$ cat config.mk
export PLATFORM = sky130hd
export DESIGN_NAME = quad_batch_texture_slot_binder
export DESIGN_NICKNAME = d
export VERILOG_FILES = /design/src/rtl/core/qbtsb_pkg.sv /design/src/rtl/core/quad_batch_texture_slot_binder.sv /design/src/rtl/core/qbtsb_cell.sv
export VERILOG_INCLUDE_DIRS = /design/src /design/src/rtl/core
export SDC_FILE = /design/constraint.sdc
export NUM_CORES = 1
export LEC_CHECK = 0
export BUFFER_PORTS_ARGS = -buffer_cell sky130_fd_sc_hd__buf_2
export CAP_MARGIN = 20
export CORE_ASPECT_RATIO = 1.4
export CORE_MARGIN = 3
export CORE_UTILIZATION = 50
export DETAILED_ROUTE_END_ITERATION = 10
export HOLD_SLACK_MARGIN = 0.02
export PLACE_DENSITY = 0.79
export SLEW_MARGIN = 10
export SYNTH_ARGS = -nofsm -noshare
export SYNTH_HDL_FRONTEND = slang
export SYNTH_SLANG_ARGS = --single-unit
$ cat constraint.sdc
create_clock -name clk -period 3.9 [get_ports clk]
set_clock_uncertainty 0.05 [all_clocks]
set_input_delay 0.78 -clock clk [delete_from_list [all_inputs] [get_ports clk]]
set_output_delay 0.78 -clock clk [all_outputs]
set_load 0.01 [all_outputs]
$ cat src/rtl/core/quad_batch_texture_slot_binder_defines.svh
// Assertion macros shared by the quad batch texture slot binder RTL.
// Expects a clock named clk and an active-low reset named rst_n in scope.
`ifndef QUAD_BATCH_TEXTURE_SLOT_BINDER_DEFINES_SVH
`define QUAD_BATCH_TEXTURE_SLOT_BINDER_DEFINES_SVH

// Same-cycle implication, disabled while reset is asserted.
`define QBTSB_ASSERT_NOW(label, ante, cons, msg) \
  label: assert property (@(posedge clk) disable iff (!rst_n) (ante) |-> (cons)) \
    else $error(msg);

// Next-cycle implication, disabled while reset is asserted.
`define QBTSB_ASSERT_NEXT(label, ante, cons, msg) \
  label: assert property (@(posedge clk) disable iff (!rst_n) (ante) |=> (cons)) \
    else $error(msg);

`endif

$ cat src/rtl/core/qbtsb_pkg.sv
// Shared types, codes and default sizes for the quad batch texture slot binder.
// No dependencies; imported by the slot cell, the top level, the checker and the testbench.
package qbtsb_pkg;

  // Default sizes of the batch and the slot table.
  localparam int MAX_QUADS_DEF     = 8192;
  localparam int TEXTURE_SLOTS_DEF = 16;
  localparam int ID_WIDTH_DEF      = 16;

  // Port field widths.
  localparam int OP_W          = 2;
  localparam int IN_DATA_W     = 16;
  localparam int KIND_W        = 2;
  localparam int SLOT_FIELD_W  = 4;
  localparam int QUADS_FIELD_W = 14;
  localparam int TEX_FIELD_W   = 5;
  localparam int OUT_DATA_W    = 24;
  localparam int OUT_PAD_W     = OUT_DATA_W - SLOT_FIELD_W - QUADS_FIELD_W - TEX_FIELD_W;

  typedef enum logic [OP_W-1:0] {
    OP_BEGIN    = 2'd0,
    OP_PLAIN    = 2'd1,
    OP_TEXTURED = 2'd2,
    OP_END      = 2'd3
  } op_t;

  localparam logic [KIND_W-1:0] KIND_ACCEPT = 2'd0;
  localparam logic [KIND_W-1:0] KIND_FLUSH  = 2'd1;
  localparam logic [KIND_W-1:0] KIND_DROP   = 2'd2;

  typedef enum logic [3:0] {
    S_IDLE   = 4'b0001,
    S_SEARCH = 4'b0010,
    S_EXEC   = 4'b0100,
    S_SECOND = 4'b1000
  } state_t;

  // Control part of a lookup traveling down the slot chain.
  typedef struct packed {
    logic valid;
    logic found;
  } pkt_ctl_t;

endpackage

$ cat src/rtl/core/quad_batch_texture_slot_binder.sv
// Quad batch texture slot binder: takes begin frame, plain quad, textured quad and
// end frame requests, binds texture ids to a slot table and reports accepted quads,
// flushed batches and dropped quads. Slot 0 is the fixed white texture. A textured
// quad's id walks a chain of TEXTURE_SLOTS-1 slot cells, one cell per cycle, before its
// result is formed; no new request is accepted until the current one is done and its
// result has gone into the output register. A textured quad that finds the table full
// behind a non-empty batch yields a flush item and then an accept item. Results leave
// through an output register, so the next request is accepted while a result still
// waits to be taken.
// Depends on qbtsb_pkg, qbtsb_cell and quad_batch_texture_slot_binder_defines.svh.
`include "quad_batch_texture_slot_binder_defines.svh"

module quad_batch_texture_slot_binder #(
  parameter int MAX_QUADS     = qbtsb_pkg::MAX_QUADS_DEF,
  parameter int TEXTURE_SLOTS = qbtsb_pkg::TEXTURE_SLOTS_DEF,
  parameter int ID_WIDTH      = qbtsb_pkg::ID_WIDTH_DEF
) (
  input  logic                             clk,
  input  logic                             rst_n,
  // Request channel.
  input  logic                             in_tvalid,
  output logic                             in_tready,
  input  logic [qbtsb_pkg::IN_DATA_W-1:0]  in_tdata,   // [15:0] texture_id
  input  logic [qbtsb_pkg::OP_W-1:0]       in_tuser,   // [1:0] op
  // Result channel.
  output logic                             out_tvalid,
  input  logic                             out_tready,
  output logic [qbtsb_pkg::OUT_DATA_W-1:0] out_tdata,  // [3:0] slot, [17:4] batch_quads,
                                                       // [22:18] batch_textures, [23] zero
  output logic [qbtsb_pkg::KIND_W-1:0]     out_tuser,  // [1:0] kind
  output logic                             out_tlast   // last result of this request
);
  import qbtsb_pkg::*;

  localparam int CELLS    = TEXTURE_SLOTS - 1;
  localparam int SLOT_W   = $clog2(TEXTURE_SLOTS);
  localparam int CNT_W    = $clog2(TEXTURE_SLOTS + 1);
  localparam int QCNT_W   = $clog2(MAX_QUADS + 1);
  localparam int ID_EXT_W = IN_DATA_W + ID_WIDTH;

  // Control and latched request.
  state_t              state_r, state_nxt;
  op_t                 op_r, op_nxt;
  logic [ID_WIDTH-1:0] id_r, id_nxt;
  logic                found_r, found_nxt;
  logic [SLOT_W-1:0]   slot_hit_r, slot_hit_nxt;

  // Batch state.
  logic [CNT_W-1:0]    slot_count_r, slot_count_nxt;
  logic [QCNT_W-1:0]   quad_count_r, quad_count_nxt;

  // Output register.
  logic                out_valid_r, out_valid_nxt;
  logic [KIND_W-1:0]   out_kind_r, out_kind_nxt;
  logic [SLOT_W-1:0]   out_slot_r, out_slot_nxt;
  logic [QCNT_W-1:0]   out_quads_r, out_quads_nxt;
  logic [CNT_W-1:0]    out_texs_r, out_texs_nxt;
  logic                out_last_r, out_last_nxt;

  // Result produced this cycle.
  logic                load_en;
  logic [KIND_W-1:0]   load_kind;
  logic [SLOT_W-1:0]   load_slot;
  logic [QCNT_W-1:0]   load_quads;
  logic [CNT_W-1:0]    load_texs;
  logic                load_last;

  // Slot table write port.
  logic                wr_en;
  logic [SLOT_W-1:0]   wr_addr;

  logic                in_accept;
  logic                out_space;
  logic                at_limit;
  op_t                 in_op;
  logic [ID_EXT_W-1:0] id_ext;
  logic [ID_WIDTH-1:0] id_in;

  // Links between neighboring slot cells; link 0 feeds the first cell.
  pkt_ctl_t            ctl_link  [CELLS+1];
  logic [ID_WIDTH-1:0] id_link   [CELLS+1];
  logic [SLOT_W-1:0]   slot_link [CELLS+1];

  assign in_tready = (state_r == S_IDLE);
  assign in_accept = in_tvalid && in_tready;
  assign in_op     = op_t'(in_tuser);
  // The id is the low ID_WIDTH bits of the data field, zero-extended if wider.
  assign id_ext    = ID_EXT_W'(in_tdata);
  assign id_in     = id_ext[ID_WIDTH-1:0];
  assign out_space = !out_valid_r || out_tready;
  assign at_limit  = quad_count_r >= QCNT_W'(MAX_QUADS);

  // A textured quad starts its lookup in the cycle it is accepted.
  assign ctl_link[0].valid = in_accept && (in_op == OP_TEXTURED);
  assign ctl_link[0].found = 1'b0;
  assign id_link[0]        = id_in;
  assign slot_link[0]      = '0;

  for (genvar k = 0; k < CELLS; k++) begin : g_cell
    qbtsb_cell #(
      .ID_WIDTH (ID_WIDTH),
      .SLOT_W   (SLOT_W),
      .CNT_W    (CNT_W),
      .INDEX    (k + 1)
    ) u_cell (
      .clk        (clk),
      .rst_n      (rst_n),
      .ctl_i      (ctl_link[k]),
      .id_i       (id_link[k]),
      .slot_i     (slot_link[k]),
      .ctl_o      (ctl_link[k+1]),
      .id_o       (id_link[k+1]),
      .slot_o     (slot_link[k+1]),
      .slot_count (slot_count_r),
      .wr_en      (wr_en),
      .wr_addr    (wr_addr),
      .wr_id      (id_r)
    );
  end

  always_comb begin
    state_nxt      = state_r;
    op_nxt         = op_r;
    id_nxt         = id_r;
    found_nxt      = found_r;
    slot_hit_nxt   = slot_hit_r;
    slot_count_nxt = slot_count_r;
    quad_count_nxt = quad_count_r;
    wr_en          = 1'b0;
    wr_addr        = SLOT_W'(slot_count_r);
    load_en        = 1'b0;
    load_kind      = KIND_ACCEPT;
    load_slot      = '0;
    load_quads     = '0;
    load_texs      = '0;
    load_last      = 1'b1;

    case (state_r)
      S_IDLE: begin
        if (in_accept) begin
          op_nxt    = in_op;
          id_nxt    = id_in;
          state_nxt = (in_op == OP_TEXTURED) ? S_SEARCH : S_EXEC;
        end
      end
      S_SEARCH: begin
        // The lookup leaves the last cell with its verdict.
        if (ctl_link[CELLS].valid) begin
          found_nxt    = ctl_link[CELLS].found;
          slot_hit_nxt = slot_link[CELLS];
          state_nxt    = S_EXEC;
        end
      end
      S_EXEC: begin
        if (out_space) begin
          state_nxt = S_IDLE;
          case (op_r)
            OP_BEGIN: begin
              quad_count_nxt = '0;
              slot_count_nxt = CNT_W'(1);
            end
            OP_END: begin
              // End of frame reports the batch but keeps it.
              if (quad_count_r != '0) begin
                load_en    = 1'b1;
                load_kind  = KIND_FLUSH;
                load_quads = quad_count_r;
                load_texs  = slot_count_r;
              end
            end
            default: begin
              if (at_limit) begin
                load_en   = 1'b1;
                load_kind = KIND_DROP;
              end else if (op_r == OP_PLAIN) begin
                quad_count_nxt = quad_count_r + QCNT_W'(1);
                load_en        = 1'b1;
              end else if (found_r) begin
                quad_count_nxt = quad_count_r + QCNT_W'(1);
                load_en        = 1'b1;
                load_slot      = slot_hit_r;
              end else if (slot_count_r < CNT_W'(TEXTURE_SLOTS)) begin
                // Append the id behind the slots in use.
                wr_en          = 1'b1;
                slot_count_nxt = slot_count_r + CNT_W'(1);
                quad_count_nxt = quad_count_r + QCNT_W'(1);
                load_en        = 1'b1;
                load_slot      = SLOT_W'(slot_count_r);
              end else begin
                // Table full: start a new batch with this id in slot 1.
                wr_en          = 1'b1;
                wr_addr        = SLOT_W'(1);
                slot_count_nxt = CNT_W'(2);
                quad_count_nxt = QCNT_W'(1);
                load_en        = 1'b1;
                if (quad_count_r != '0) begin
                  load_kind  = KIND_FLUSH;
                  load_quads = quad_count_r;
                  load_texs  = slot_count_r;
                  load_last  = 1'b0;
                  state_nxt  = S_SECOND;
                end else begin
                  load_slot = SLOT_W'(1);
                end
              end
            end
          endcase
        end
      end
      S_SECOND: begin
        // The quad that forced the flush is accepted into slot 1.
        if (out_space) begin
          load_en   = 1'b1;
          load_slot = SLOT_W'(1);
          state_nxt = S_IDLE;
        end
      end
      default: begin
        state_nxt = S_IDLE;
      end
    endcase
  end

  always_comb begin
    out_valid_nxt = out_valid_r && !out_tready;
    out_kind_nxt  = out_kind_r;
    out_slot_nxt  = out_slot_r;
    out_quads_nxt = out_quads_r;
    out_texs_nxt  = out_texs_r;
    out_last_nxt  = out_last_r;
    if (load_en) begin
      out_valid_nxt = 1'b1;
      out_kind_nxt  = load_kind;
      out_slot_nxt  = load_slot;
      out_quads_nxt = load_quads;
      out_texs_nxt  = load_texs;
      out_last_nxt  = load_last;
    end
  end

  always_ff @(posedge clk) begin
    if (!rst_n) begin
      state_r      <= S_IDLE;
      slot_count_r <= CNT_W'(1);
      quad_count_r <= '0;
      out_valid_r  <= 1'b0;
    end else begin
      state_r      <= state_nxt;
      slot_count_r <= slot_count_nxt;
      quad_count_r <= quad_count_nxt;
      out_valid_r  <= out_valid_nxt;
    end
  end

  always_ff @(posedge clk) begin
    op_r        <= op_nxt;
    id_r        <= id_nxt;
    found_r     <= found_nxt;
    slot_hit_r  <= slot_hit_nxt;
    out_kind_r  <= out_kind_nxt;
    out_slot_r  <= out_slot_nxt;
    out_quads_r <= out_quads_nxt;
    out_texs_r  <= out_texs_nxt;
    out_last_r  <= out_last_nxt;
  end

  assign out_tvalid = out_valid_r;
  assign out_tuser  = out_kind_r;
  assign out_tlast  = out_last_r;
  assign out_tdata  = {{OUT_PAD_W{1'b0}},
                       TEX_FIELD_W'(out_texs_r),
                       QUADS_FIELD_W'(out_quads_r),
                       SLOT_FIELD_W'(out_slot_r)};

  // The fill level always counts the white slot and never passes the table size.
  `QBTSB_ASSERT_NOW(a_slot_count_range, 1'b1,
    (slot_count_r != '0) && (slot_count_r <= CNT_W'(TEXTURE_SLOTS)),
    "slot count out of range")
  // The batch never holds more quads than the limit.
  `QBTSB_ASSERT_NOW(a_quad_count_range, 1'b1,
    quad_count_r <= QCNT_W'(MAX_QUADS), "quad count above limit")
  // A lookup only leaves the chain while the controller waits for it.
  `QBTSB_ASSERT_NOW(a_chain_tail_in_search, ctl_link[CELLS].valid,
    state_r == S_SEARCH, "lookup left the chain outside the search state")
  // While the second result is pending, the flush item still sits in the output.
  `QBTSB_ASSERT_NOW(a_second_behind_flush, state_r == S_SECOND,
    out_valid_r && (out_kind_r == KIND_FLUSH) && !out_last_r,
    "second result pending without a held flush")

endmodule

$ cat src/rtl/core/qbtsb_cell.sv
// One slot of the texture table: holds a texture id and checks a passing lookup.
// Depends on qbtsb_pkg for the lookup control struct.
module qbtsb_cell #(
  parameter int ID_WIDTH = qbtsb_pkg::ID_WIDTH_DEF,
  parameter int SLOT_W   = 4,
  parameter int CNT_W    = 5,
  parameter int INDEX    = 1
) (
  input  logic                 clk,
  input  logic                 rst_n,
  input  qbtsb_pkg::pkt_ctl_t  ctl_i,
  input  logic [ID_WIDTH-1:0]  id_i,
  input  logic [SLOT_W-1:0]    slot_i,
  output qbtsb_pkg::pkt_ctl_t  ctl_o,
  output logic [ID_WIDTH-1:0]  id_o,
  output logic [SLOT_W-1:0]    slot_o,
  input  logic [CNT_W-1:0]     slot_count,
  input  logic                 wr_en,
  input  logic [SLOT_W-1:0]    wr_addr,
  input  logic [ID_WIDTH-1:0]  wr_id
);
  import qbtsb_pkg::*;

  logic [ID_WIDTH-1:0] stored_id_r;
  pkt_ctl_t            ctl_r;
  pkt_ctl_t            ctl_nxt;
  logic [ID_WIDTH-1:0] id_r;
  logic [SLOT_W-1:0]   slot_r;
  logic [SLOT_W-1:0]   slot_nxt;
  logic                in_use;
  logic                hit;

  // Only slots below the fill level hold written ids.
  assign in_use = CNT_W'(INDEX) < slot_count;
  assign hit    = ctl_i.valid && !ctl_i.found && in_use && (stored_id_r == id_i);

  always_comb begin
    ctl_nxt.valid = ctl_i.valid;
    ctl_nxt.found = ctl_i.found | hit;
    slot_nxt      = hit ? SLOT_W'(INDEX) : slot_i;
  end

  always_ff @(posedge clk) begin
    if (!rst_n) begin
      ctl_r <= '0;
    end else begin
      ctl_r <= ctl_nxt;
    end
  end

  always_ff @(posedge clk) begin
    id_r   <= id_i;
    slot_r <= slot_nxt;
    if (wr_en && (wr_addr == SLOT_W'(INDEX))) begin
      stored_id_r <= wr_id;
    end
  end

  assign ctl_o  = ctl_r;
  assign id_o   = id_r;
  assign slot_o = slot_r;

endmodule

Word level (Yosys, flattened, before mapping)
Cells that the tools add are included.
{"block": "totals", "rom_bits": 0, "elab_cells": 326, "regBits": 627, "ram_bits": 0, "mem_count": 0, "input_bits": 22, "out_inout_bits": 29, "latchBits": 0}
{"block": "op_classes", "multipliers": 0, "eq_ne": 44, "muxes": 70, "bitwise_logic": 17, "order_cmp": 17, "n_div": 0, "addsub": 2, "shift": 0, "n_reduce_logical": 89}
{"operator": "16-bit == test", "n": 15}
{"operator": "14-bit 2-to-1 mux", "n": 9}
{"operator": "4-bit 2-to-1 mux", "n": 23}
{"operator": "1-bit logical AND", "n": 62}
{"operator": "14-bit case mux with 2 select lines", "n": 2}
{"operator": "5-bit 2-to-1 mux", "n": 9}
{"operator": "4-bit by 5-bit less-than comparator with 1-bit output, first input constant", "n": 8}
{"operator": "4-bit == test, second input constant", "n": 9}
{"operator": "4-bit by 3-bit == test with 1-bit output, second input constant", "n": 5}
{"operator": "3-bit by 5-bit less-than comparator with 1-bit output, first input constant", "n": 4}
{"operator": "5-bit case mux with 2 select lines", "n": 2}
{"operator": "1-bit zero test", "n": 16}
{"operator": "4-bit case mux with 4 select lines", "n": 1}
{"operator": "1-bit 2-to-1 mux", "n": 15}
{"operator": "14-bit by 1-bit adder with 14-bit output, second input constant", "n": 1}
{"operator": "14-bit greater-or-equal comparator, second input constant", "n": 1}
{"operator": "1-bit OR", "n": 14}
{"operator": "14-bit nonzero test", "n": 1}
{"operator": "4-bit by 2-bit == test with 1-bit output, second input constant", "n": 3}
{"operator": "2-bit by 5-bit less-than comparator with 1-bit output, first input constant", "n": 2}
{"operator": "2-bit by 1-bit != test with 1-bit output, second input constant", "n": 5}
{"operator": "4-bit by 1-bit == test with 1-bit output, second input constant", "n": 2}
{"operator": "2-bit 2-to-1 mux", "n": 4}
{"operator": "4-bit case mux with 2 select lines", "n": 1}
{"operator": "17 further kinds", "n": 25}

Depth between registers and ports, before layout
Gate-level depths: netlist of run 1.
{"block": "logic_depth", "depth_word": 10, "depth_mapped": 7, "depth_no_buf": 6}

Modules after synthesis
A second synthesis of run 1 with hierarchy kept.
{"block": "hier_totals", "cells_unflattened": 1373, "area_unflattened_um2": 21305.4}
{"module": "quad_batch_texture_slot_binder", "n_inst": 1, "area_per_inst_um2": 3308.2, "seq_area_each_um2": 1951.9, "cells_each": 285}
{"module": "qbtsb_cell (g_cell[3].u_cell ...)", "n_inst": 2, "area_per_inst_um2": 1193.6, "seq_area_each_um2": 920.9, "cells_each": 72}
{"module": "qbtsb_cell (g_cell[14].u_cell ...)", "n_inst": 2, "area_per_inst_um2": 1183.6, "seq_area_each_um2": 920.9, "cells_each": 72}
{"module": "qbtsb_cell (g_cell[8].u_cell)", "n_inst": 1, "area_per_inst_um2": 1243.7, "seq_area_each_um2": 920.9, "cells_each": 74}
{"module": "qbtsb_cell (g_cell[6].u_cell)", "n_inst": 1, "area_per_inst_um2": 1226.2, "seq_area_each_um2": 920.9, "cells_each": 81}
{"module": "qbtsb_cell (g_cell[1].u_cell)", "n_inst": 1, "area_per_inst_um2": 1213.7, "seq_area_each_um2": 920.9, "cells_each": 71}
{"module": "qbtsb_cell (g_cell[13].u_cell)", "n_inst": 1, "area_per_inst_um2": 1204.9, "seq_area_each_um2": 920.9, "cells_each": 73}
{"module": "qbtsb_cell (g_cell[5].u_cell)", "n_inst": 1, "area_per_inst_um2": 1204.9, "seq_area_each_um2": 920.9, "cells_each": 72}
{"module": "qbtsb_cell (g_cell[12].u_cell)", "n_inst": 1, "area_per_inst_um2": 1202.4, "seq_area_each_um2": 920.9, "cells_each": 73}
{"module": "qbtsb_cell (g_cell[0].u_cell)", "n_inst": 1, "area_per_inst_um2": 1201.2, "seq_area_each_um2": 920.9, "cells_each": 71}
{"module": "qbtsb_cell (g_cell[11].u_cell)", "n_inst": 1, "area_per_inst_um2": 1196.1, "seq_area_each_um2": 920.9, "cells_each": 72}
{"module": "qbtsb_cell (g_cell[7].u_cell)", "n_inst": 1, "area_per_inst_um2": 1192.4, "seq_area_each_um2": 920.9, "cells_each": 70}
{"module": "qbtsb_cell (g_cell[10].u_cell)", "n_inst": 1, "area_per_inst_um2": 1184.9, "seq_area_each_um2": 920.9, "cells_each": 72}
{"module": "qbtsb_cell (g_cell[2].u_cell)", "n_inst": 1, "area_per_inst_um2": 1172.4, "seq_area_each_um2": 920.9, "cells_each": 71}

Least setup slack after synthesis of run 1
Ideal clock, no wire load.
{"block": "synth_timing", "path_type": "reg-to-reg", "start": "reg op_r[0]", "end": "reg g_cell[4].u_cell.stored_id_r[0] (enable)", "period_less_slack_ns": 3.783, "required_ns": 3.420, "path_stages_with_launch": 7, "path_buffers": 1, "path_slack_ns": 0.117, "arrival_time_ns": 3.303, "setup_ns": 0.430, "cell_sequence": "edfxtp_1 > inv_1 > ha_1 > or4b_4 > or3_1 > buf_6 > nor4_1"}
{"block": "synth_between", "elab_chain_len": 8, "elab_cells_between_ends": 16, "classes_between": "eq/ne (3); mux (10); reduce/logical (3)"}
{"element": "start, declared", "line_no": "quad_batch_texture_slot_binder.sv:43", "rtl": "op_t op_r, op_nxt;"}
{"element": "start signal, assigned", "line_no": "quad_batch_texture_slot_binder.sv:256", "rtl": "op_r <= op_nxt;"}
{"element": "2-bit by 1-bit == test with 1-bit output", "line_no": "quad_batch_texture_slot_binder.sv:175", "rtl": "end else if (op_r == OP_PLAIN) begin"}
{"element": "4-bit 2-to-1 mux", "line_no": "quad_batch_texture_slot_binder.sv:175"}
{"element": "4-bit 2-to-1 mux", "line_no": "quad_batch_texture_slot_binder.sv:172", "rtl": "if (at_limit) begin"}
{"element": "4-bit 2-to-1 mux", "line_no": "quad_batch_texture_slot_binder.sv:157", "rtl": "case (op_r)"}
{"element": "4-bit 2-to-1 mux", "line_no": "quad_batch_texture_slot_binder.sv:155", "rtl": "if (out_space) begin"}
{"element": "4-bit 2-to-1 mux", "line_no": "quad_batch_texture_slot_binder.sv:138", "rtl": "case (state_r)"}
{"element": "4-bit by 3-bit == test with 1-bit output", "line_no": "qbtsb_cell.sv:54", "rtl": "if (wr_en && (wr_addr == SLOT_W'(INDEX))) begin"}
{"element": "1-bit logical AND (*)", "line_no": "qbtsb_cell.sv:54"}
{"element": "end signal, assigned", "line_no": "qbtsb_cell.sv:55", "rtl": "stored_id_r <= wr_id;"}
{"element": "end, declared", "line_no": "qbtsb_cell.sv:24", "rtl": "logic [ID_WIDTH-1:0] stored_id_r;"}
Every way passes the cells marked *; elsewhere a longest branch is shown, timed or not.
A chain may end at the register's enable or synchronous reset.

Final worst setup path of run 1
{"block": "layout_timing", "start": "reg op_r[0]", "end": "reg g_cell[5].u_cell.stored_id_r[13] (enable)"}
{"block": "layout_between", "elab_chain_len": 8, "elab_cells_between_ends": 16, "classes_between": "eq/ne (3); mux (10); reduce/logical (3)"}
{"element": "2-bit by 1-bit == test with 1-bit output", "line_no": "quad_batch_texture_slot_binder.sv:175"}
{"element": "4-bit 2-to-1 mux", "line_no": "quad_batch_texture_slot_binder.sv:175"}
{"element": "4-bit 2-to-1 mux", "line_no": "quad_batch_texture_slot_binder.sv:172"}
{"element": "4-bit 2-to-1 mux", "line_no": "quad_batch_texture_slot_binder.sv:157"}
{"element": "4-bit 2-to-1 mux", "line_no": "quad_batch_texture_slot_binder.sv:155"}
{"element": "4-bit 2-to-1 mux", "line_no": "quad_batch_texture_slot_binder.sv:138"}
{"element": "4-bit by 3-bit == test with 1-bit output", "line_no": "qbtsb_cell.sv:54"}
{"element": "1-bit logical AND (*)", "line_no": "qbtsb_cell.sv:54"}
{"element": "end signal, assigned", "line_no": "qbtsb_cell.sv:55"}
{"element": "end, declared", "line_no": "qbtsb_cell.sv:24"}
Marked as above.

==> flow_summary.ini, run 1 <==
[layout]
n_fill_cell = 2947
layout-area-overhead-vs-synth_pct = 13.53
ff_latch_area_mm2 = 0.01522
diodes = 0
final_layout_size_suffix_gt1_share_pct = 11.39
num-nets-final = 1462
multiInputGateArea_mm2 = 0.004922

[drt]
drt_iter0_drc = 737
wl_met3_um = 1755
vias = 10837
drcViolationCount = 0
met2WireLength_um = 24810
drtPass1Iterations = 8
vias_per_cell = 5.410
wl_met1_um = 15320
ant_nets = 0
wirelength_um = 44230
top_layer = met4
wl_per_cell_um = 22.08

[global_route]
grt_pass1_vias = 11231
globalRoute.totalOverflow = 0
grt_usage_pct = 20.55
antenna_found_initial = 2
grt_max_degree = 44
grt_pass1_wl_um = 66030

[timing]
hold_violations = 0
worstMarginPinSlew_ps = 1056
final-setup-viol-count = 0
rsz0062_at_grt = no
fin_crit_ps = 3299
finalCritPeriodShare_pct = 84.59
slew_violations = 0
relSlewSlack_pct = 29.60
finalSetupTns_ps = 0
fmax_mhz = 303.1

[setup_path]
worstPathArrival_ps = 3500
end_kind = register
required_ps = 4100
crit_type = reg2reg
r2r_cells = 8
start_kind = register
crit_fanout = 16

[power]
total_power_uw = 12660
p_leak_uw = 0.008084
peakVddDrop_mv = 0.5106
p_per_area_mw_per_mm2 = 550.4

[yosys]
synth_edf_count = 289
synth_top_area_cell = edfxtp_1
ys_seq_area_share_pct = 75.16
synthTopCellsByArea = edfxtp_1, dfxtp_1, xor2_1
syn_inst = 1332
synth_top_area_share_pct = 42.84
async_flop_share_pct = 0
synth_ff_type = dfxtp_1
ys_warn_count = 0
avgSynthCellArea_um2 = 15.21
yosys.cell_types.count = 65
synth_common_cells = dfxtp_1, edfxtp_1, xor2_1
syn_area_mm2 = 0.02026
yosys_register_bits = 616
syn-num-nets = 1360
synth_most_common_cell = dfxtp_1

[clock_tree]
cts_tree = yes
clockBufferDepth = 3
cts_resized = 0
cts_buffers = 51
cts_hold_buf = 0
clock-root-buffer = clkbuf_16
clk_pin_slew_ps = 60
postCtsSetupRepairBufs = 0
htree_num_levels = 2
cts_num_sinks = 616
clkLatencyLatePin_ps = 570

[placed_design]
dp_hpwl_um = 30520
port_buffers = 49
place_congestion = 0.8649

[die]
initial_core_util_pct = 51.02
die_h_um = 244.2
dieWidth_um = 176.1
dieArea_mm2 = 0.04300
core_mm2 = 0.03971
rows = 86
io_pins = 51

[hold_path]
hp-class = reg2reg
min_path_cells = 0

[status]
outcome = finished clean

[job]
maxCapViolCount = 0
==> state kept, by name (all words and copies together), names as in the netlist <==
name,flops
g_cell.u_cell.stored_id_r,240
g_cell.u_cell.id_o,224
g_cell.u_cell.slot_o,49
g_cell.u_cell.ctl_o,30
id_r,16
out_quads_r,14
quad_count_r,14
out_texs_r,5
slot_count_r,5
out_slot_r,4
slot_hit_r,4
state_r,4
op_r,2
out_tuser,2
found_r,1
out_tlast,1
out_tvalid,1
==> layout make-up <==
type / instances / area share (%)
multi-input cells: 678 / 21.40
repair buffers: 72 / 1.817
inverters: 15 / 0.2448
clock buffers: 72 / 6.202
clock inverters: 22 / 1.257
flip-flops and latches: 616 / 66.20
well taps: 528 / 2.873
==> worst max-delay path: stages, from the launching register on <==
cell      delay, ps
edfxtp_1        390
inv_1            60
ha_1            330
or4b_4          490
or3_1           540
buf_4           260
or4_4           470
nor2_1          130
buf_4           250
==> layer usage <==
layer / vias to the layer above / track usage [%]
met3: 123 / 2.672
met2: 327 / 40.28
li1: 5020 / -
met1: 5367 / 21.08
met5: - / 0
met4: 0 / 9.858
==> final timing paths <==
check	from	end	slack [ps]
setup / recovery	op_r[0]	g_cell[5].u_cell.stored_id_r[13]	600
setup reg to reg	op_r[0]	g_cell[5].u_cell.stored_id_r[13]	600
hold reg to reg	g_cell[6].u_cell.id_o[4]	g_cell[7].u_cell.id_o[4]	300
hold / removal	g_cell[6].u_cell.id_o[4]	g_cell[7].u_cell.id_o[4]	300
==> power breakdown <==
group          switching (µW)  internal (µW)
Sequential                249           6960
Combinational             162            113
Clock                    2160           3020
==> cells by family after synthesis <==
group | after synthesis | share of synthesized area [%]
flip-flops | 616 | 75.16
AND/OR/NAND/NOR | 303 | 8.765
XOR/XNOR | 237 | 10.25
AO/OA/AOI/OAI | 130 | 4.577
buffers and inverters | 38 | 0.8152
adder cells (fa/ha/maj) | 6 | 0.3706
other | 1 | 0.01851
multiplexers | 1 | 0.04942
==> through the flow <==
stage               cell area (µm²)  hold WS [ps]  worst slack (ps)  instances  util [%]
finish                        23000         300.0             600.9       2003     57.92
global route                  23000         285.7             493.8       2003     57.92
CTS                           22980         276.1             660.5       2003     57.87
detailed placement            21260         304.3             692.6       1909     53.55
global placement              21260         301.9             730.5       1909     53.55
floorplan                     20260         293.9             117.1       1332         -
==> cell usage in the layout, fill, tap and decap left out, types with 7 or more instances in the layout <==
cell type    n
buf_4       23
xnor2_1     37
nand3_1     28
nor2b_1     22
nand2b_1    13
o21ai_0     15
o21bai_1    29
inv_1       14
clkbuf_16   52
o31ai_1     15
bufinv_16    7
dfxtp_1    327
and2_1      17
nor2_1      35
a21oi_1     21
or4_1       12
buf_2       49
edfxtp_1   289
nor4_1      56
or3_1       14
clkinv_1     7
nand2_1     35
xor2_1     200
nor3_1      13
nand4_1     14
clkbuf_1    15
o21a_1      14
Power figures use the tool's default switching activity.
==> run 2, diff against run 1 <==
--- a/config.mk
+++ b/config.mk
@@ -6,6 +6,7 @@
 export SDC_FILE = /design/constraint.sdc
 export NUM_CORES = 1
 export LEC_CHECK = 0
+export ABC_AREA = 1
 export BUFFER_PORTS_ARGS = -buffer_cell sky130_fd_sc_hd__buf_2
 export CAP_MARGIN = 20
 export CORE_ASPECT_RATIO = 1.4
@@ -13,7 +14,7 @@
 export CORE_UTILIZATION = 50
 export DETAILED_ROUTE_END_ITERATION = 10
 export HOLD_SLACK_MARGIN = 0.02
-export PLACE_DENSITY = 0.79
+export PLACE_DENSITY = 0.76
 export SLEW_MARGIN = 10
 export SYNTH_ARGS = -nofsm -noshare
 export SYNTH_HDL_FRONTEND = slang
==> constraint.sdc (replaced) <==
create_clock -name clk -period 3.1 [get_ports clk]
set_clock_uncertainty 0.05 [all_clocks]
set_input_delay 0.62 -clock clk [delete_from_list [all_inputs] [get_ports clk]]
set_output_delay 0.62 -clock clk [all_outputs]
set_load 0.01 [all_outputs]
==> run 2 against run 1 <==
Non-clock buffer count decreased by 3. Utilization shrank 0.18 points. Combinational power rose by 110%. Largest power group unchanged. Die area is 9.5% higher. Power grew 33%. Sequential power is 28% higher. Area after synthesis grew 9.8%. Via count is 35% higher. Worst hold slack got worse by 190 ps.
==> flow_summary.ini, run 2 <==
[die]
io_pins = 51
initial_core_util_pct = 51.05
die_h_um = 255.6
core_mm2 = 0.04358
rows = 90
dieWidth_um = 184.3
dieArea_mm2 = 0.04710

[clock_tree]
htree_num_levels = 2
cts_num_sinks = 616
cts_tree = yes
cts_buffers = 55
postCtsSetupRepairBufs = 0
clkLatencyLatePin_ps = 610
clockBufferDepth = 3
clock-root-buffer = clkbuf_16
cts_hold_buf = 0
cts_resized = 0
clk_pin_slew_ps = 70

[yosys]
yosys_register_bits = 616
ys_warn_count = 0
yosys.cell_types.count = 39
synth_most_common_cell = nand2_1
synth_top_area_share_pct = 39.01
avgSynthCellArea_um2 = 9.887
syn-num-nets = 2278
synthTopCellsByArea = edfxtp_1, dfxtp_1, nand2_1
synth_ff_type = dfxtp_1
syn_inst = 2250
synth_common_cells = nand2_1, inv_1, dfxtp_1
ys_seq_area_share_pct = 68.44
synth_top_area_cell = edfxtp_1
synth_edf_count = 289
async_flop_share_pct = 0
syn_area_mm2 = 0.02225

[hold_path]
worstHoldEndpoint = g_cell[0].u_cell.id_o[13]
min_path_cells = 1
hp-class = in2reg
hp-start = in_tdata[13]

[layout]
final_common_cell = nand2_1
fin_area_mm2 = 0.02516
final_layout_size_suffix_gt1_share_pct = 8.548
n_fill_cell = 3480
num-nets-final = 2391
regMostFlops = g_cell.u_cell.stored_id_r
diodes = 0
layout-area-overhead-vs-synth_pct = 13.12
largest_register_ffs = 240
fin_util_pct = 57.74
mostFrequentLayoutCells = nand2_1, inv_1, dfxtp_1, edfxtp_1, nor2_1

[timing]
relSlewSlack_pct = 32.34
fin_crit_ps = 2666
slew_violations = 0
rsz0062_at_grt = no
final-setup-viol-count = 0
hold_violations = 0
finalSetupTns_ps = 0
worstMarginPinSlew_ps = 1015
hold_slack_ps = 107.4
finalCritPeriodShare_pct = 86.01
fmax_mhz = 375.1

[global_route]
grt_max_degree = 27
grt_pass1_vias = 14411
grt_usage_pct = 21.44
antenna_found_initial = 1
grt_pass1_wl_um = 77170
globalRoute.totalOverflow = 0

[placed_design]
dp_hpwl_um = 36140
port_buffers = 49
place_congestion = 0.9733
place_area_mm2 = 0.02325

[drt]
wirelength_um = 50420
vias_per_cell = 4.925
vias = 14589
drt_iter0_drc = 973
drtPass1Iterations = 5
ant_nets = 0
wl_per_cell_um = 17.02
drcViolationCount = 0

[setup_path]
end_kind = register
path_delay_family = simple AND/OR/NAND/NOR gates
required_ps = 3330
r2r-end = g_cell[14].u_cell.stored_id_r[10]
max_stage_delay_ps = 400
crit_chain = inv_1, ha_1, inv_2, nor3_2, nand2_1, nor2_2, nand3_2, nor2_1, buf_4
timing.critical_path.buf_inv = 3
critPathSlowestCell = ha_1
crit_fanout = 16
rrSetupSlack_ps = 430
r2r_cells = 9
start_kind = register
worstPathArrival_ps = 2900
r2r-start = op_r[0]
crit_type = reg2reg

[power]
peakVddDrop_mv = 0.5121
total_power_uw = 16830
p_leak_uw = 0.01144
p_per_area_mw_per_mm2 = 668.8

[job]
maxCapViolCount = 0

[status]
outcome = finished clean
==> run 2: report_power, final <==
part	internal (µW)	switching (µW)	leakage (µW)
clock network	3990	3000	0.000934
registers	8850	415	0.00535
logic	188	382	0.00515
==> run 2: routing by layer <==
layer | share of wire [%] | routed length (µm) | GRT usage [%] | up-vias
met5 | 0 | 0 | 0 | -
met4 | 6.8 | 3423 | 13.36 | 0
met3 | 4.7 | 2385 | 2.957 | 180
met2 | 54 | 27070 | 40.50 | 466
met1 | 35 | 17540 | 21.81 | 6801
li1 | - | - | - | 7142
==> run 2: layout make-up <==
type	instances	area (µm²)	share of cell area [%]
inverter	439	1648	6.548
sequential	616	15220	60.50
clock buffer	74	1593	6.330
multi-input combinational	1182	5289	21.02
clock inverter	30	324.1	1.288
timing repair buffer	69	395.4	1.571
tap	552	690.7	2.745
==> run 2: worst max-delay path by stage <==
stage	startpoint	to	slack, ps	cells past startpoint
2_1_floorplan	op_r[0]	g_cell[13].u_cell.stored_id_r[0]	300	6
3_3_place_gp	out_tready	g_cell[0].u_cell.stored_id_r[14]	550	8
3_5_place_dp	op_r[0]	g_cell[14].u_cell.stored_id_r[4]	520	9
4_1_cts	op_r[0]	g_cell[14].u_cell.stored_id_r[10]	490	9
5_1_grt	op_r[0]	g_cell[14].u_cell.stored_id_r[10]	350	9
6_report	op_r[0]	g_cell[14].u_cell.stored_id_r[10]	430	9
==> run 2: cells by family after synthesis <==
logic type	share of synthesized area [%]
other	0.01686
adder cells (fa/ha/maj)	0.3374
flip-flops	68.44
buffers and inverters	7.812
AND/OR/NAND/NOR	18.62
XOR/XNOR	2.323
AO/OA/AOI/OAI	2.458
==> run 2: metrics by stage <==
step           setup WS [ps]  cells
2_1_floorplan          299.8   2250
3_3_place_gp           546.4   2858
3_5_place_dp           519.2   2858
4_1_cts                487.8   2962
5_1_grt                346.3   2962
6_report               433.7   2962
==> run 3, diff against run 2 <==
--- a/config.mk
+++ b/config.mk
@@ -14,8 +14,8 @@
 export CORE_UTILIZATION = 50
 export DETAILED_ROUTE_END_ITERATION = 10
 export HOLD_SLACK_MARGIN = 0.02
-export PLACE_DENSITY = 0.76
-export SLEW_MARGIN = 10
+export PLACE_DENSITY = 0.66
+export SLEW_MARGIN = 20
 export SYNTH_ARGS = -nofsm -noshare
 export SYNTH_HDL_FRONTEND = slang
 export SYNTH_SLANG_ARGS = --single-unit
==> run 3 against run 2 <==
Clock power up 6.9%. Worst hold slack better by 15 ps. Global-route usage up 0.48 points. Die area stayed put. Non-clock buffer count up 4. Maximum frequency fell by 2.9%. Critical path type unchanged. Largest cell class unchanged. Largest power group unchanged.
==> flow_summary.ini, run 3 (same netlist as run 2, synthesis figures left out) <==
[status]
outcome = finished clean

[layout]
num-nets-final = 2396
layout-area-overhead-vs-synth_pct = 14.03
final_common_cell = nand2_1
largest_register_ffs = 240
regMostFlops = g_cell.u_cell.stored_id_r
diodes = 0
final_layout_size_suffix_gt1_share_pct = 8.899
fin_util_pct = 58.21
fin_area_mm2 = 0.02537
mostFrequentLayoutCells = nand2_1, inv_1, dfxtp_1, edfxtp_1, nor2_1

[die]
rows = 90
initial_core_util_pct = 51.05
core_mm2 = 0.04358
io_pins = 51
dieWidth_um = 184.3
die_h_um = 255.6
dieArea_mm2 = 0.04710

[clock_tree]
clockBufferDepth = 3
cts_buffers = 56
htree_num_levels = 2
clkLatencyLatePin_ps = 600
clk_pin_slew_ps = 70
clock-root-buffer = clkbuf_16
postCtsSetupRepairBufs = 0
cts_hold_buf = 0
cts_resized = 0
cts_tree = yes
cts_num_sinks = 616

[setup_path]
crit_path_start = op_r[0]
r2r-start = op_r[0]
critPathMostFrequentCell = nor3_2
required_ps = 3320
crit_type = reg2reg
end_kind = register
worstPathArrival_ps = 2970
crit_chain = inv_1, ha_1, inv_2, nor3_2, nand2_1, nor2_2, nand3_2, nor3_2, buf_4
max_stage_delay_ps = 390
r2r-end = g_cell[6].u_cell.stored_id_r[1]
r2r_cells = 9
crit_fanout = 16
start_kind = register
critPathSlowestCell = edfxtp_1
rrSetupSlack_ps = 350

[timing]
finalSetupTns_ps = 0
final-setup-viol-count = 0
worstMarginPinSlew_ps = 1125
rsz0062_at_grt = no
finalCritPeriodShare_pct = 88.59
hold_violations = 0
fmax_mhz = 364.1
fin_crit_ps = 2746
setup_slack_ps = 353.9
hold_slack_ps = 122.8
relSlewSlack_pct = 25.02
slew_violations = 0

[hold_path]
min_path_cells = 1
hp-class = in2reg
worstHoldEndpoint = g_cell[0].u_cell.id_o[13]
hp-start = in_tdata[13]

[global_route]
grt_usage_pct = 21.93
grt_pass1_wl_um = 78440
grt_max_degree = 27
grt_pass1_vias = 14092
globalRoute.totalOverflow = 0
antenna_found_initial = 1

[placed_design]
place_ws_ps = 424.3
place_congestion = 0.9545
dp_hpwl_um = 36230
port_buffers = 49
place_area_mm2 = 0.02328

[power]
p_per_area_mw_per_mm2 = 684.0
peakVddDrop_mv = 0.6082
p_leak_uw = 0.01155

[drt]
wl_per_cell_um = 17.28
drt_iter0_drc = 849
drtPass1Iterations = 5
wirelength_um = 51280
vias = 14169
ant_nets = 0
vias_per_cell = 4.774
drcViolationCount = 0

[job]
maxCapViolCount = 0
==> run 3: cell types whose count changed in the layout (fill, tap and decap cells not counted) <==
| cell | previous run | this run |
|---|---|---|
| buf_16 | 0 | 1 |
| buf_4 | 20 | 22 |
| buf_8 | 0 | 1 |
| bufinv_16 | 4 | 8 |
| clkbuf_1 | 9 | 5 |
| clkbuf_16 | 59 | 61 |
| clkbuf_8 | 6 | 8 |
| clkinv_1 | 0 | 1 |
| clkinv_16 | 1 | 0 |
| clkinv_2 | 11 | 10 |
| clkinv_4 | 4 | 3 |
| clkinvlp_4 | 5 | 3 |
| inv_6 | 2 | 4 |
==> run 3: report_power, final <==
| part | switching (µW) | internal [µW] | total, µW |
|---|---|---|---|
| Clock | 3020 | 4460 | 7480 |
| Sequential | 412 | 8850 | 9260 |
| Combinational | 408 | 206 | 614 |
==> run 3: final cells by class <==
| class | instances | area [µm²] |
|---|---|---|
| inverter | 439 | 1648 |
| timing repair buffer | 73 | 452.9 |
| fill | 3499 | 18210 |
| tap | 552 | 690.7 |
| multi-input combinational | 1182 | 5289 |
| clock buffer | 74 | 1655 |
| sequential | 616 | 15220 |
| clock inverter | 32 | 406.6 |
==> run 3: how the worst max path moves through the flow <==
stage                                       endpoint  slack, ps  depth (start not counted)
floorplan           g_cell[13].u_cell.stored_id_r[0]        300                          6
global placement     g_cell[6].u_cell.stored_id_r[4]        450                          9
detailed placement   g_cell[6].u_cell.stored_id_r[1]        420                          9
CTS                  g_cell[6].u_cell.stored_id_r[2]        380                          9
global route         g_cell[6].u_cell.stored_id_r[1]        220                          9
finish               g_cell[6].u_cell.stored_id_r[1]        350                          9
==> run 3: per-layer routing <==
metal  wire (µm)  vias up  track usage (%)  share of wire [%]
met5           0        -                0                  0
met4        1985        0            8.867                3.9
met3        1719      115            2.673                3.4
met2       27890      264            41.49                 54
met1       19680     6640            24.63                 38
li1            -     7150                -                  -
==> run 3: per-stage QoR <==
step           cells  total power, µW
6_report        2968            17350
3_3_place_gp    2860            10030
2_1_floorplan   2250             9580
5_1_grt         2968            17910
3_5_place_dp    2861            10050
4_1_cts         2967            17490
==> run 3: worst max-delay path: cells and delay by family, from the launching register on <==
| kind | cells | cell delay, ps |
|---|---|---|
| adders and majority gates | 1 | 390 |
| buffers and inverters | 3 | 450 |
| DFF | 1 | 390 |
| and+or+nand+nor | 5 | 1120 |
